--- src/design/mvt_pkg.sv ---
// shared types, codes and defaults for the matrix-vector transform unit
package mvt_pkg;

   // width of every element field on the ports
   localparam int unsigned FIELD_WIDTH = 32;
   // number of element fields one request or result carries
   localparam int unsigned SIDE = 4;

   // defaults for the top-level parameters
   localparam int unsigned DIM_DEFAULT        = 4;
   localparam int unsigned DATA_WIDTH_DEFAULT = 32;
   localparam int unsigned FRAC_BITS_DEFAULT  = 16;

   // register stages from request to result strobe
   localparam int unsigned LATENCY = 4;

   // function codes
   localparam logic [1:0] FUNC_LOAD = 2'd0;
   localparam logic [1:0] FUNC_ROW  = 2'd1;
   localparam logic [1:0] FUNC_COL  = 2'd2;
   localparam logic [1:0] FUNC_NONE = 2'd3;

   typedef struct packed {
      logic [1:0]                    func;
      logic [1:0]                    row_sel;
      logic signed [FIELD_WIDTH-1:0] elem_0;
      logic signed [FIELD_WIDTH-1:0] elem_1;
      logic signed [FIELD_WIDTH-1:0] elem_2;
      logic signed [FIELD_WIDTH-1:0] elem_3;
   } req_type;

   typedef struct packed {
      logic signed [FIELD_WIDTH-1:0] out_0;
      logic signed [FIELD_WIDTH-1:0] out_1;
      logic signed [FIELD_WIDTH-1:0] out_2;
      logic signed [FIELD_WIDTH-1:0] out_3;
   } rsp_type;

   // pick one element field of a request by position
   function automatic logic [FIELD_WIDTH-1:0] get_elem(input req_type r,
                                                       input int unsigned idx);
      logic [FIELD_WIDTH-1:0] e;
      case (idx)
         0: begin
            e = r.elem_0;
         end
         1: begin
            e = r.elem_1;
         end
         2: begin
            e = r.elem_2;
         end
         3: begin
            e = r.elem_3;
         end
         default: begin
            e = '0;
         end
      endcase
      return e;
   endfunction

endpackage

--- src/design/mvt_merge.sv ---
// merge stage: scale, saturate and register the lane sums as one result
module mvt_merge import mvt_pkg::*; #(
   parameter int unsigned DIM        = DIM_DEFAULT,
   parameter int unsigned DATA_WIDTH = DATA_WIDTH_DEFAULT,
   parameter int unsigned FRAC_BITS  = FRAC_BITS_DEFAULT,
   localparam int unsigned SUM_WIDTH = 2 * DATA_WIDTH + $clog2(DIM)
) (
   input  logic                        clock,
   input  logic                        reset,
   input  logic                        in_valid,
   input  logic signed [SUM_WIDTH-1:0] sums [DIM],
   output logic                        rsp_valid,
   output rsp_type                     rsp_data
);

   localparam int unsigned TOP_WIDTH = SUM_WIDTH - DATA_WIDTH + 1;

   logic signed [SUM_WIDTH-1:0]   shifted [DIM];
   logic signed [DATA_WIDTH-1:0]  sat [DIM];
   logic signed [FIELD_WIDTH-1:0] out_vec [SIDE];
   logic                          rsp_valid_ff;
   logic                          rsp_valid_in;
   rsp_type                       rsp_data_ff;
   rsp_type                       rsp_data_in;

   // floor shift, then clamp to the data range
   always_comb begin
      logic [TOP_WIDTH-1:0] top;
      for (int k = 0; k < DIM; k++) begin
         shifted[k] = sums[k] >>> FRAC_BITS;
         top = shifted[k][SUM_WIDTH-1:DATA_WIDTH-1];
         if ((&top) || !(|top)) begin
            sat[k] = shifted[k][DATA_WIDTH-1:0];
         end else if (shifted[k][SUM_WIDTH-1]) begin
            sat[k] = {1'b1, {(DATA_WIDTH-1){1'b0}}};
         end else begin
            sat[k] = {1'b0, {(DATA_WIDTH-1){1'b1}}};
         end
      end
   end

   // lanes beyond the dimension read as zero
   always_comb begin
      for (int k = 0; k < SIDE; k++) begin
         out_vec[k] = '0;
      end
      for (int k = 0; k < DIM; k++) begin
         out_vec[k] = FIELD_WIDTH'(sat[k]);
      end
      rsp_data_in.out_0 = out_vec[0];
      rsp_data_in.out_1 = out_vec[1];
      rsp_data_in.out_2 = out_vec[2];
      rsp_data_in.out_3 = out_vec[3];
      rsp_valid_in      = in_valid;
   end

   // result strobe
   always_ff @(posedge clock) begin
      if (reset) begin
         rsp_valid_ff <= 1'b0;
      end else begin
         rsp_valid_ff <= rsp_valid_in;
      end
   end

   // result payload
   always_ff @(posedge clock) begin
      rsp_data_ff <= rsp_data_in;
   end

   assign rsp_valid = rsp_valid_ff;
   assign rsp_data  = rsp_data_ff;

endmodule

--- config.mk ---
export PLATFORM = sky130hd
export DESIGN_NAME = mvt_merge
export DESIGN_NICKNAME = d
export VERILOG_FILES = /design/src/design/mvt_pkg.sv /design/src/design/mvt_merge.sv
export SDC_FILE = /design/constraint.sdc
export NUM_CORES = 1
export LEC_CHECK = 0
export ABC_CLOCK_PERIOD_IN_PS = 2120
export BUFFER_PORTS_ARGS = -buffer_cell sky130_fd_sc_hd__buf_2
export CORE_AREA = 2 2 152 154
export CTS_CLUSTER_DIAMETER = 60
export DETAILED_ROUTE_END_ITERATION = 8
export DIE_AREA = 0 0 154 156
export PLACE_DENSITY_LB_ADDON = 0.2
export SETUP_SLACK_MARGIN = 0.2
export SYNTH_ARGS = -nofsm -noshare
export SYNTH_HDL_FRONTEND = slang
export SYNTH_SLANG_ARGS = --single-unit
--- constraint.sdc ---
create_clock -name clock -period 2.12 [get_ports clock]
set_input_delay 0.424 -clock clock [delete_from_list [all_inputs] [get_ports clock]]
set_output_delay 0.424 -clock clock [all_outputs]
set_load 0.005 [all_outputs]
; After elaboration in Yosys (flattened, before gate mapping)
; Cells that the tools add are included.
[op_classes]
div_mod_pow = 0
n_mul = 0
add_sub_neg = 0
n_lt_le_gt_ge = 0
muxes = 8
shift = 0
n_reduce_logical = 16
eq_ne = 0
bitwise = 0
[op_table]
columns = operator, n
row1 = $mux 32, 8
row2 = $reduce_and 19->1, 4
row3 = $reduce_or 19->1, 4
row4 = $logic_not 1->1, 4
row5 = $logic_or 1x1->1, 4
[word_totals]
ff_bits = 129
wordCells = 29
output_inout_bits = 129
memories = 0
mem_bits_ro = 0
latchBits = 0
ramBits = 0
inputBits = 267

; Longest topological paths before layout
[logic_depth]
depth_word = 4
mapped_depth = 6
ltp_nobuf = 5

; Worst setup path after synthesis
; Ideal clock, no wire load.
[synth_timing]
path_type = in2reg
start = in sums[256] (netlist bit)
end = reg rsp_data_ff (netlist bit rsp_data[100])
cell_stages = 6
arrival_ns = 1.467
path_slack_ns = 0.538
required_ns = 2.005
setup_time_ns = 0.115
path_buffers = 1
path_cell_list = nor4_1 > nand4_1 > nor4_2 > a311oi_2 > buf_6 > a21o_2
[synth_lines]
columns = item, line
row1 = "start, declared", mvt_merge.sv:11  ; input logic signed [SUM_WIDTH-1:0] sums [DIM],
row2 = "end signal, assigned", mvt_merge.sv:68  ; rsp_data_ff <= rsp_data_in;
row3 = "end, declared", mvt_merge.sv:23  ; rsp_type rsp_data_ff;

==> results.md <==
| Metric | This run | Unit |
| --- | --- | --- |
| Status | complete, no violations | - |
| Number of failing setup endpoints in the final timing report | 0 | - |
| Maxcap violations | 0 | - |
| Overall die area | 24,020 | sq um |
| Count of TritonRoute iterations in the first routing pass | 4 | - |
| Peak-usage layer in the global routing report | met2 | - |
| Detailed placer's ending HPWL | 10.22 | mm |
| Placed Instances | 952 | - |
| Critical path cell sequence | buf_2 -> nor4_1 -> nand4_1 -> nor4_2 -> buf_4 -> a311oi_4 -> buf_4 -> a21o_2 | - |
| Global routing met1 resource utilization | 0.1145 | - |
| Maximum root-to-sink buffer count | 2 | - |
| Critical path startpoint category | primary input | - |
| Clock root buffer | sky130_fd_sc_hd__clkbuf_16 | - |
| Final Instance Area | 6965 | sq um |
| Post-Synthesis Cells | 342 | - |
| Critical path arrival | 1830 | ps |
| Layout fillers | 2,364 | - |
| Multi-input gate area in the final layout | 1524 | sq um |
| Count of cell types in the netlist | 16 | - |
| Global-route wire length before repair | 20.35 | mm |
| Seq. cell area | 2582 | sq um |
| Residual DRC count | 0 | - |
| Global route overflow | 0 | - |
| GR Util met3 | 0.05056 | - |
| Final Worst Setup Slack | 586.7 | ps |
| Final cycle utilization of the critical path | 0.7233 | - |
| Required time at the worst-slack endpoint | 2420 | ps |
| Kind of end point of the critical path | register | - |
| Cell area after synthesis | 4322 | sq um |
| Slew Viols, Final | 0 | - |
| Net count after synthesis | 609 | - |
| Total of flip-flops plus latches after synthesis | 129 | - |
| Synth warn | 0 | - |
| Width of the chip | 154 | um |
| Area delta synth->final | 61.18 | % |
| Number of antenna cells inserted | 0 | - |
| Pin count of the biggest net entering global routing | 29 | - |
| CTS tree | yes | - |
| Instance area after placement | 6372 | sq um |
| Starting density of the core | 0.1932 | - |
| Met2 global-route usage | 0.1894 | - |
| Avg Synthesized Cell Area | 12.64 | sq um |
| Average routed wire per standard cell | 13.53 | um |
| Worst slew pin tran | 374.7 | ps |
| Worst slack, placed | 132.2 | ps |
| PwrDens | 871.7 | nW/um^2 |
| Number of standard cells in the final layout excluding fillers | 984 | - |
| Share of layout cells above drive strength 1 | 0.6967 | - |
| GR Util All Layers | 0.1088 | - |
| Number of nets still failing antenna checks after routing | 0 | - |
| Gates resized, CTS repair | 0 | - |
| Pleak | 3.668 | nW |
| Critical path class | in2reg | - |
| Avg Vias per Cell | 3.994 | - |
| Cell mode on critical path | sky130_fd_sc_hd__buf_4 | - |
| Period minus WS final | 1533 | ps |
| Critical path's largest stage delay | 340 | ps |
| Overall via count from detail_route | 3,930 | - |
| Worst slew margin relative to its limit | 0.7482 | - |
| Clk sinks | 129 | - |
| Antenna violations before repair | 1 | - |
| Detailed Route WL | 13.32 | mm |
| Total of buffers placed on input and output ports | 331 | - |
| Hold Buf Count CTS | 0 | - |
| Number of buffers created by CTS | 17 | - |
| Buffers inserted during post-CTS setup optimization | 0 | - |
| Maximum ir drop on the vdd rail | 0.4233 | mV |
| Number of nets in the finished design | 953 | - |
| Number of global-route vias before repair | 3,973 | - |
| CP max stage cell | sky130_fd_sc_hd__nor4_1 | - |
| Setup repair after global routing missed its margin | no | - |
| Biggest fanout along the worst timing path | 22 | - |
| Standard-cell row count | 55 | - |
| Top achievable clock speed | 652.2 | MHz |
| Die Ht | 156 | um |
| CTS clock-pin slew for the worst setup and hold paths | 60 | ps |
| Setup tns final | 0 | ps |
| # H-tree levels | 4 | - |
| RePlAce Congestion | 0.7233 | - |
| Floorplan core area | 22,370 | sq um |
| Final hold vios | 0 | - |
| Num ports | 396 | - |
| DRC violation total after the first TritonRoute iteration | 128 | - |
| Share of the yosys chip area belonging to registers | 0.5976 | - |
| Worst Hold Class | in2reg | - |
flip-flops by register name, indices dropped and copies added (netlist names):
name / flops
rsp_valid: 1
rsp_data: 128
cell usage in the layout (no fill, tap or decap), drive strengths merged:
cell      count
a31o          4
inv           1
buf         353
clkbuf       24
dfxtp       129
a21o        124
clkinv        2
a311oi        4
nor2          8
nand4        20
nor2b         1
nor4         20
and3          4
bufinv        2
clkinvlp      3
synth_stat cells (all sizes together):
library cell / count / area [sq um]
dlygate4sd3: 3 / 30.03
clkbuf: 1 / 3.750
nor4: 20 / 150.1
nor2: 8 / 30.03
a21o: 124 / 1047
a31o: 4 / 35.03
and3: 4 / 25.02
nand4: 20 / 125.1
a311oi: 4 / 53.80
buf: 24 / 232.7
dfxtp: 129 / 2582
nor2b: 1 / 6.260
per-layer routing:
metal  wire [um]  vias up
met5          13        -
met4         144        2
met3        1392       10
met2        6563      201
met1        5204     1777
li1            -     1940
worst max-delay path: cells and delay by family:
family / cells / cell delay (ps)
AND/OR/NAND/NOR: 3 / 650
AO/OA/AOI/OAI: 2 / 240
buffers and inverters: 3 / 500
final cells by class:
| cell class | instances | area share |
|---|---|---|
| Tap cell | 285 | 0.05119 |
| Clock buffer | 24 | 0.07059 |
| Multi-Input combinational cell | 185 | 0.2188 |
| Timing Repair Buffer | 353 | 0.2741 |
| Sequential cell | 129 | 0.3708 |
| Clock inverter | 8 | 0.01455 |
worst paths after layout:
check	from	end	slack, ps	depth (start not counted)
setup / recovery	sums[54]	rsp_data[29]	590	8
hold / removal	reset	rsp_valid	170	2
logic make-up after synthesis:
| family | synth area share |
|---|---|
| compound gates | 0.2629 |
| flops | 0.5976 |
| simple gates | 0.07788 |
| buf+inv | 0.06167 |
metrics by stage:
stage               hold slack [ps]  power, mW    util
finish                        165.8      6.072  0.3114
global route                  143.0      6.384  0.3114
CTS                           140.4      6.214  0.3114
detailed placement            587.5      3.200  0.2849
global placement              586.8      3.198  0.2849
floorplan                     495.6      2.829       -
power by group:
part	total, mW	switching [mW]	internal (mW)
Sequential	2.58	0.0271	2.56
Clock	2.94	1.08	1.86
Combinational	0.554	0.225	0.329
No activity file was read; power rests on OpenSTA's default activity.
