<file path="src/design/mvt_pkg.sv">
// shared types, codes and defaults for the matrix-vector transform unit
package mvt_pkg;

   // width of every element field on the ports
   localparam int unsigned FIELD_WIDTH = 32;
   // number of element fields one request or result carries
   localparam int unsigned SIDE = 4;

   // defaults for the top-level parameters
   localparam int unsigned DIM_DEFAULT        = 4;
   localparam int unsigned DATA_WIDTH_DEFAULT = 32;
   localparam int unsigned FRAC_BITS_DEFAULT  = 16;

   // register stages from request to result strobe
   localparam int unsigned LATENCY = 4;

   // function codes
   localparam logic [1:0] FUNC_LOAD = 2'd0;
   localparam logic [1:0] FUNC_ROW  = 2'd1;
   localparam logic [1:0] FUNC_COL  = 2'd2;
   localparam logic [1:0] FUNC_NONE = 2'd3;

   typedef struct packed {
      logic [1:0]                    func;
      logic [1:0]                    row_sel;
      logic signed [FIELD_WIDTH-1:0] elem_0;
      logic signed [FIELD_WIDTH-1:0] elem_1;
      logic signed [FIELD_WIDTH-1:0] elem_2;
      logic signed [FIELD_WIDTH-1:0] elem_3;
   } req_type;

   typedef struct packed {
      logic signed [FIELD_WIDTH-1:0] out_0;
      logic signed [FIELD_WIDTH-1:0] out_1;
      logic signed [FIELD_WIDTH-1:0] out_2;
      logic signed [FIELD_WIDTH-1:0] out_3;
   } rsp_type;

   // pick one element field of a request by position
   function automatic logic [FIELD_WIDTH-1:0] get_elem(input req_type r,
                                                       input int unsigned idx);
      logic [FIELD_WIDTH-1:0] e;
      case (idx)
         0: begin
            e = r.elem_0;
         end
         1: begin
            e = r.elem_1;
         end
         2: begin
            e = r.elem_2;
         end
         3: begin
            e = r.elem_3;
         end
         default: begin
            e = '0;
         end
      endcase
      return e;
   endfunction

endpackage

</file>
<file path="src/design/mvt_matrix.sv">
// matrix register file, one row written per load request
module mvt_matrix import mvt_pkg::*; #(
   parameter int unsigned DIM        = DIM_DEFAULT,
   parameter int unsigned DATA_WIDTH = DATA_WIDTH_DEFAULT
) (
   input  logic                         clock,
   input  logic                         reset,
   input  logic                         wr_en,
   input  logic [1:0]                   wr_row,
   input  logic signed [DATA_WIDTH-1:0] wr_data [DIM],
   output logic signed [DATA_WIDTH-1:0] mat [DIM][DIM]
);

   logic signed [DATA_WIDTH-1:0] mat_ff [DIM][DIM];

   // row write; rows beyond the dimension never match
   always_ff @(posedge clock) begin
      if (reset) begin
         for (int r = 0; r < DIM; r++) begin
            for (int c = 0; c < DIM; c++) begin
               mat_ff[r][c] <= '0;
            end
         end
      end else if (wr_en) begin
         for (int r = 0; r < DIM; r++) begin
            if (wr_row == 2'(r)) begin
               mat_ff[r] <= wr_data;
            end
         end
      end
   end

   assign mat = mat_ff;

endmodule

</file>
<file path="config.mk">
export PLATFORM = sky130hd
export DESIGN_NAME = mvt_matrix
export DESIGN_NICKNAME = d
export VERILOG_FILES = /design/src/design/mvt_pkg.sv /design/src/design/mvt_matrix.sv
export SDC_FILE = /design/constraint.sdc
export NUM_CORES = 1
export LEC_CHECK = 0
export BUFFER_PORTS_ARGS = -buffer_cell sky130_fd_sc_hd__buf_2
export CAP_MARGIN = 25
export CORE_AREA = 4 4 247 249
export DETAILED_ROUTE_END_ITERATION = 8
export DIE_AREA = 0 0 251 253
export HOLD_SLACK_MARGIN = 0.06
export PLACE_DENSITY = 0.68
export RECOVER_POWER = 50
export SLEW_MARGIN = 20
export SYNTH_ARGS = -nofsm -noshare
export SYNTH_HDL_FRONTEND = slang
export SYNTH_SLANG_ARGS = --single-unit
</file>
<file path="constraint.sdc">
create_clock -name clock -period 2.06 [get_ports clock]
set_clock_uncertainty 0.15 [all_clocks]
set_input_delay 0.412 -clock clock [delete_from_list [all_inputs] [get_ports clock]]
set_output_delay 0.412 -clock clock [all_outputs]
set_load 0.02 [all_outputs]
</file>
; Word-level counts from Yosys, hierarchy flattened
; Cells that the tools add are included.
[op_classes]
eq_ne = 3
n_reduce_logical = 5
[op_table]
columns = cell, n
row1 = AND reduction 2 bit, 4
row2 = == test 2 bit (second input constant), 2
row3 = == test 2 x 1 -> 1 bit (second input constant), 1
row4 = logical NOT 2 bit, 1
[word_totals]
reg_bits = 512
wordCells = 24
output_inout_bits = 512
in_bits = 133

; Longest topological paths before layout
; Gate-level depths: netlist of the first run.
[logic_depth]
ltp_word = 2
mapped_depth = 5

; Worst setup path before layout of the first run
; OpenSTA, ideal clock, no wires.
[synth_path]
path_kind = input port to flip-flop
from = input reset
to = register mat_ff (netlist bit mat[375])
path_slack_ns = 0.578
stages = 5
t_arrival_ns = 1.195
cell_sequence = buf_2 -> clkbuf_1 -> clkbuf_1 -> nand2b_1 -> mux2i_1
[synth_rtl]
columns = element, line
row1 = start: declaration, mvt_matrix.sv:7  ; input logic reset,
row2 = end signal: indexed assignment, mvt_matrix.sv:27  ; mat_ff[r] <= wr_data;
row3 = end: declaration, mvt_matrix.sv:14  ; logic signed [DATA_WIDTH-1:0] mat_ff [DIM][DIM];

; Worst setup path after layout of the first run
[layout_path]
from = input wr_row[1]
to = register mat_ff (netlist bit mat[67])
[layout_via]
elab_chain_cells = 2
[layout_lines]
columns = element, line
row1 = start: declaration, mvt_matrix.sv:9  ; input logic [1:0] wr_row,
row2 = == test 2 bit, mvt_matrix.sv:26  ; if (wr_row == 2'(r)) begin
row3 = AND reduction 2 bit (no source line), n/a
; Every way passes these cells.
; A chain may end at the register's enable or synchronous reset.

==> results of run 1 <==
report_power, final:
group	internal, mW	switching, mW	leakage (nW)	total [mW]
registers	10.3	0.189	4.16	10.4
logic	1.06	1.43	8.92	2.49
clock network	5.56	3.94	0.861	9.50
metrics by stage:
stage | setup WS, ps | util [%] | area [µm²] | hold slack (ps) | std cells
floorplan | 578.3 | - | 20000 | 396.0 | 1797
global placement | 203.0 | 41.98 | 24640 | 305.3 | 3159
detailed placement | 166.6 | 41.98 | 24640 | 306.2 | 3159
CTS | 256.1 | 46.39 | 27220 | 61.26 | 3339
global route | 116.2 | 46.12 | 27070 | 69.25 | 3343
finish | 176.8 | 46.12 | 27070 | 79.30 | 3343
cell usage in the layout (no fill, tap or decap), types with 2 or more instances in the layout:
cell and instances:
buf_12 30, buf_2 642, buf_4 22, clkbuf_1 27
clkbuf_16 57, clkbuf_2 9, clkbuf_8 11, clkinv_2 9
dfxtp_1 512, diode_2 4, dlygate4sd3_1 85, inv_6 3
mux2i_1 512, nand2b_1 640, nand3b_1 2
layout make-up:
class	instances	area [µm²]	share of cell area, %
Timing Repair Buffer	801	4923	18.19
Clock buffer	82	1630	6.023
Tap cell	773	967.2	3.573
Sequential cell	512	10250	37.87
Clock inverter	13	101.3	0.3744
Antenna cell	4	10.01	0.03698
Multi-Input combinational cell	1158	9185	33.93
cells by family after synthesis:
logic type,Yosys count,share of synthesized area (%)
buf+inv,127,2.871
simple gates,646,20.27
mux,512,25.62
flops,512,51.24
routing by layer:
| layer | vias up | share of wire, % | wire, µm | GRT usage [%] |
|---|---|---|---|---|
| li1 | 7373 | - | - | - |
| met3 | 112 | 6.5 | 4081 | 4.848 |
| met4 | 0 | 3.3 | 2069 | 6.467 |
| met1 | 7376 | 40 | 25400 | 21.71 |
| met5 | - | 0 | 0 | 0 |
| met2 | 478 | 50 | 31530 | 33.39 |
worst min-delay path: stages:
cell and delay (ps):
buf_2 80, nand2b_1 130, mux2i_1 150
final timing paths:
kind                                              end  slack (ps)
worst max register to register  mat[458]$_SDFFE_PP0P_        1220
worst min register to register  mat[278]$_SDFFE_PP0P_         320
worst max-delay path             mat[67]$_SDFFE_PP0P_         180
worst min-delay path            mat[353]$_SDFFE_PP0P_          80
==> results.md, run 1 <==
* Largest cells by area after synthesis: dfxtp_1 51%, mux2i_1 26%, nand2b_1 20%, clkbuf_1 1.3%, buf_2 1.1%
* CTS root buffer: clkbuf_16
* Fmax at 531.0 MHz
* CP peak stage delay at 900 ps
* Final WL at 63.09 mm
* Synth cell types at 11
* Fin. Hold Viols at 0
* Die width at 251 µm
* Remaining Overflow, GRT at 0
* Critical-path top delay cell: clkbuf_2
* Setup Buffers After CTS at 0
* Min-delay src: wr_data[97]
* Seq/Total Area, Yosys at 51.24%
* Synth area leader: dfxtp_1
* Yosys warning total at 0
* Power per cell area at between 800 and 900 nW/µm²
* Worst Hold Class: in -> reg
* Vias at around 15,000
* Skew-Pair Late Insertion Delay at 580 ps
* Initial antenna violation count at 5
* FF-to-FF path depth at 2
* VDD IR max at 0.0005489 V
* Proportion of layout cells with a drive suffix above 1 at between 30% and 40%
* First-pass GRT wire length at 94.43 mm
* Worst setup EP type: flip-flop
* Delay-heaviest family, CP: buffers and inverters
* Count of nets after finishing at about 2,700
* CTS Sinks at 512
* Status: complete, no violations
* Critical Path RT at 2400 ps
* #FFs+latches synth at a little over 500
* Slew Viols, Final at 0
* Final period util at ~90%
* Setup Viol. Count Final at 0
* Largest net degree at the start of global routing at 96
* Post-Syn Area per Cell at 11.13 µm²
* Wirelength per Cell at around 19 µm
* Number of buffers and inverters on the critical path at 3
* GRT Overall Usage at 18.67%
* Antenna viol nets, final at 0
* CTS tree: yes
* PnR Total Power at 22.43 mW
* Synth top area share at 51.24%
* Area delta synth->final at 35.32%
* Max Cap Viol at 0
* Worst slew pin tran at 1176 ps
* Io pins at 645
* Post-synth top cells: 640 x nand2b_1, 512 x dfxtp_1, 512 x mux2i_1
* Ys async rst share at 0%
* Worst r2r src: mat[458]$_SDFFE_PP0P_
* Top_reg_cell synth: dfxtp_1
* Site Rows at 89
* Routability congestion estimate at 0.8673
* Crit Path Max Fanout at 27
* Relative slew slack at 21.63%
* DP HPWL at 46.37 mm
* Total CTS buffers at 54
* Worst-path clk slew at 60 ps
* Fin crit period at 1883 ps
* FILL cells at approximately 5,500
* Drt drc at 0
* Starting Density at 34.09%
* Vias per cell at approximately 4.6
* Synthesized cell area at 20,000 µm²
* Max reg flops at 512
* Kind of critical path: in -> reg
* CTS Hold Bufs at 85
* Iteration-0 DRC count of the detailed router at around 650
* Vias in the first global route at 15,930
* Die height at 253 µm
* H-tree depth at 2
* Worst path arrival time at 2230 ps
* Post-synth EDFFs at 0
* First-pass detailed-route iteration total at 5
* Setup TNS Final at 0 ps
* Top-count cell post-synth: nand2b_1
* Mapped Cells at around 1,800
* Crit-path cells: clkbuf_1, nand3_1, clkbuf_2, buf_12, mux2i_1
* CP startpoint kind: input port
* Resize count post-CTS at 0
* Port Buf Inserts at about 640
* Crit path from: wr_row[1]
* Clock Path Buffers at 3
* Area of the core at 58,690 µm²
* RSZ-0062 raised after global routing: false
* Hold path cells at 3
* Die area at 63,500 µm²
* Syn_nets at 1,930
* P_leak at 13.94 nW
* Crit path depth at 5
Note: power is estimated with default switching activity, not from simulation.
==> run 2, diff against run 1 <==
--- a/config.mk
+++ b/config.mk
@@ -8,9 +8,9 @@
 export BUFFER_PORTS_ARGS = -buffer_cell sky130_fd_sc_hd__buf_2
 export CAP_MARGIN = 25
-export CORE_AREA = 4 4 247 249
+export CORE_AREA = 2 2 252 254
 export DETAILED_ROUTE_END_ITERATION = 8
-export DIE_AREA = 0 0 251 253
+export DIE_AREA = 0 0 254 256
 export HOLD_SLACK_MARGIN = 0.06
-export PLACE_DENSITY = 0.68
+export PLACE_DENSITY = 0.66
 export RECOVER_POWER = 50
 export SLEW_MARGIN = 20
==> constraint.sdc (replaced) <==
create_clock -name clock -period 2.06 [get_ports clock]
set_clock_uncertainty 0.15 [all_clocks]
set_input_delay 0.206 -clock clock [delete_from_list [all_inputs] [get_ports clock]]
set_output_delay 0.206 -clock clock [all_outputs]
set_load 0.02 [all_outputs]
==> run 2 against run 1 <==
- power is 0.17% lower
- largest power group unchanged
- sequential power hardly changed
- sequential share of layout area increased by 0.086 points
- first-iteration DRC count increased by 2.0%
- cell area is 0.23% lower
- combinational power about the same
- via count rose by 0.74%
==> results.md, run 2 (synthesis gave the netlist of run 1 again) <==
* Remaining Overflow, GRT at 0 (unchanged)
* CTS tree: yes
* Fin crit period at 1941 ps (+57.67 ps)
* Total CTS buffers at 52 (-3.7%)
* Worst path arrival time at 2210 ps (-20 ps)
* Site Rows at 92 (+3.4%)
* Worst slew pin tran at 780.2 ps (-395.3 ps)
* VDD IR max at 0.0006111 V (+11%)
* DP HPWL at 44.40 mm (-4.2%)
* Area of the core at 62,390 µm² (+6.3%)
* Final period util at 94.22% (+2.8 points)
* Fmax at 515.2 MHz (-3.0%)
* CP startpoint kind: input port
* Final Util at 43.29% (-2.8 points)
* Kind of critical path: in -> reg
* Skew-Pair Late Insertion Delay at 580 ps (about the same)
* Die area at 65,020 µm² (+2.4%)
* Max Cap Viol at 0 (unchanged)
* Power per cell area at 829.2 nW/µm² (about the same)
* Setup Buffers After CTS at 0 (unchanged)
* Proportion of layout cells with a drive suffix above 1 at 15.84% (-15 points)
* Worst setup EP type: flip-flop
* Final WL at 61.26 mm (-2.9%)
* PnR Total Power at 22.39 mW (-0.17%)
* Wirelength per Cell at 17.74 µm (-6.0%)
* Antenna viol nets, final at 0 (unchanged)
* Worst-path clk slew at 60 ps (about the same)
* Setup Viol. Count Final at 0 (unchanged)
* Worst slack at placement at 362.7 ps (+196.1 ps)
* Io pins at 645 (unchanged)
* P_leak at 12.49 nW (-10%)
* FILL cells at 6,133 (+12%)
* Fin. Hold Viols at 0 (unchanged)
* Slew Viols, Final at 0 (unchanged)
* Worst Hold Class: in -> reg
* Design area at 27,010 µm² (-0.23%)
* Die width at 254 µm (+1.2%)
* Relative slew slack at 47.99% (+26 points)
* Crit Path Max Fanout at 43 (+59%)
* Die height at 256 µm (+1.2%)
* CTS Sinks at 512 (unchanged)
* Most common cell after layout, fill and taps aside: nand2b_1
* Most frequent cells in the layout: 640 x nand2b_1, 512 x mux2i_1, 512 x dfxtp_1
* Vias in the first global route at 16,110 (+1.1%)
* Max reg flops at 512 (unchanged)
* Routability congestion estimate at 0.8741 (+0.78%)
* Status: complete, no violations
* Post-placement cell area at 24,560 µm² (-0.32%)
* Post-route worst setup slack at 119.1 ps (-57.67 ps)
* Drt drc at 0 (unchanged)
* Setup TNS Final at 0 ps (unchanged)
* Starting Density at 32.06% (-2.0 points)
* Vias at 15,450 (+0.74%)
* GRT Overall Usage at 18.13% (-0.54 points)
* CTS root buffer: clkbuf_16
* Clock Path Buffers at 3 (unchanged)
* Area delta synth->final at 35.01%
* RSZ-0062 raised after global routing: false
* Count of nets after finishing at 2,698 (+1.4%)
* Largest net degree at the start of global routing at 104 (+8.3%)
* Vias per cell at 4.474 (-2.5%)
* H-tree depth at 2 (unchanged)
* First-pass GRT wire length at 93.28 mm (-1.2%)
* Critical Path RT at 2330 ps (-70 ps)
* Initial antenna violation count at 0 (-5)
* Port Buf Inserts at 644 (unchanged)
* First-pass detailed-route iteration total at 4 (-1)
* Iteration-0 DRC count of the detailed router at 658 (+2.0%)
-- run 2: cell count changes in the layout (fill, tap and decap cells not counted), moves of 4 or more --
cell / before / now
buf_2: 642 / 273
clkbuf_1: 27 / 396
dlygate4sd3_1: 85 / 131
buf_12: 30 / 21
clkbuf_16: 57 / 53
buf_4: 22 / 27
-- run 2: timing repair --
action                                 CTS  global route
endpoints found under the hold margin  505             0
gates resized for setup                  0             0
hold buffers                           131             0
-- run 2: final timing paths --
kind                                       startpoint               endpoint  slack [ps]  cells after the start
worst max-delay path                            reset  mat[357]$_SDFFE_PP0P_         120                      5
worst min-delay path                      wr_data[18]  mat[274]$_SDFFE_PP0P_         110                      3
worst max register to register  mat[336]$_SDFFE_PP0P_  mat[336]$_SDFFE_PP0P_        1210                      2
worst min register to register  mat[443]$_SDFFE_PP0P_  mat[443]$_SDFFE_PP0P_         320                      2
-- run 2: cell type report --
| type | count | area, µm² | share of cell area [%] |
|---|---|---|---|
| antenna | 1 | 2.502 | 0.009266 |
| clock buffer | 80 | 1538 | 5.694 |
| clock inverter | 16 | 168.9 | 0.6255 |
| multi-input combinational | 1158 | 9198 | 34.06 |
| sequential | 512 | 10250 | 37.95 |
| tap | 846 | 1059 | 3.920 |
| timing repair buffer | 841 | 4791 | 17.74 |
-- run 2: power breakdown --
group / leakage (nW) / internal [mW] / switching, mW
Sequential: 4.16 / 10.3 / 0.193
Combinational: 7.49 / 1.03 / 1.43
Clock: 0.842 / 5.51 / 3.98
Total: 12.5 / 16.8 / 5.60
-- run 2: stage by stage --
step                hold slack [ps]  instances
floorplan                     276.8       1797
global placement              304.8       3226
detailed placement            310.5       3226
CTS                           71.72       3453
global route                  88.88       3453
finish                        112.7       3454
-- run 2: critical path, cell delays in order --
cell and delay, ps:
dlygate4sd3_1 570, buf_8 260, clkbuf_2 560, nand2b_1 440, mux2i_1 150
-- run 2: layer usage --
metal,vias to the layer above,wire (µm),GRT usage [%]
met3,131,3669,4.343
met1,7414,24850,20.96
met2,460,30060,31.63
li1,7447,-,-
met4,0,2689,7.892
met5,-,0,0
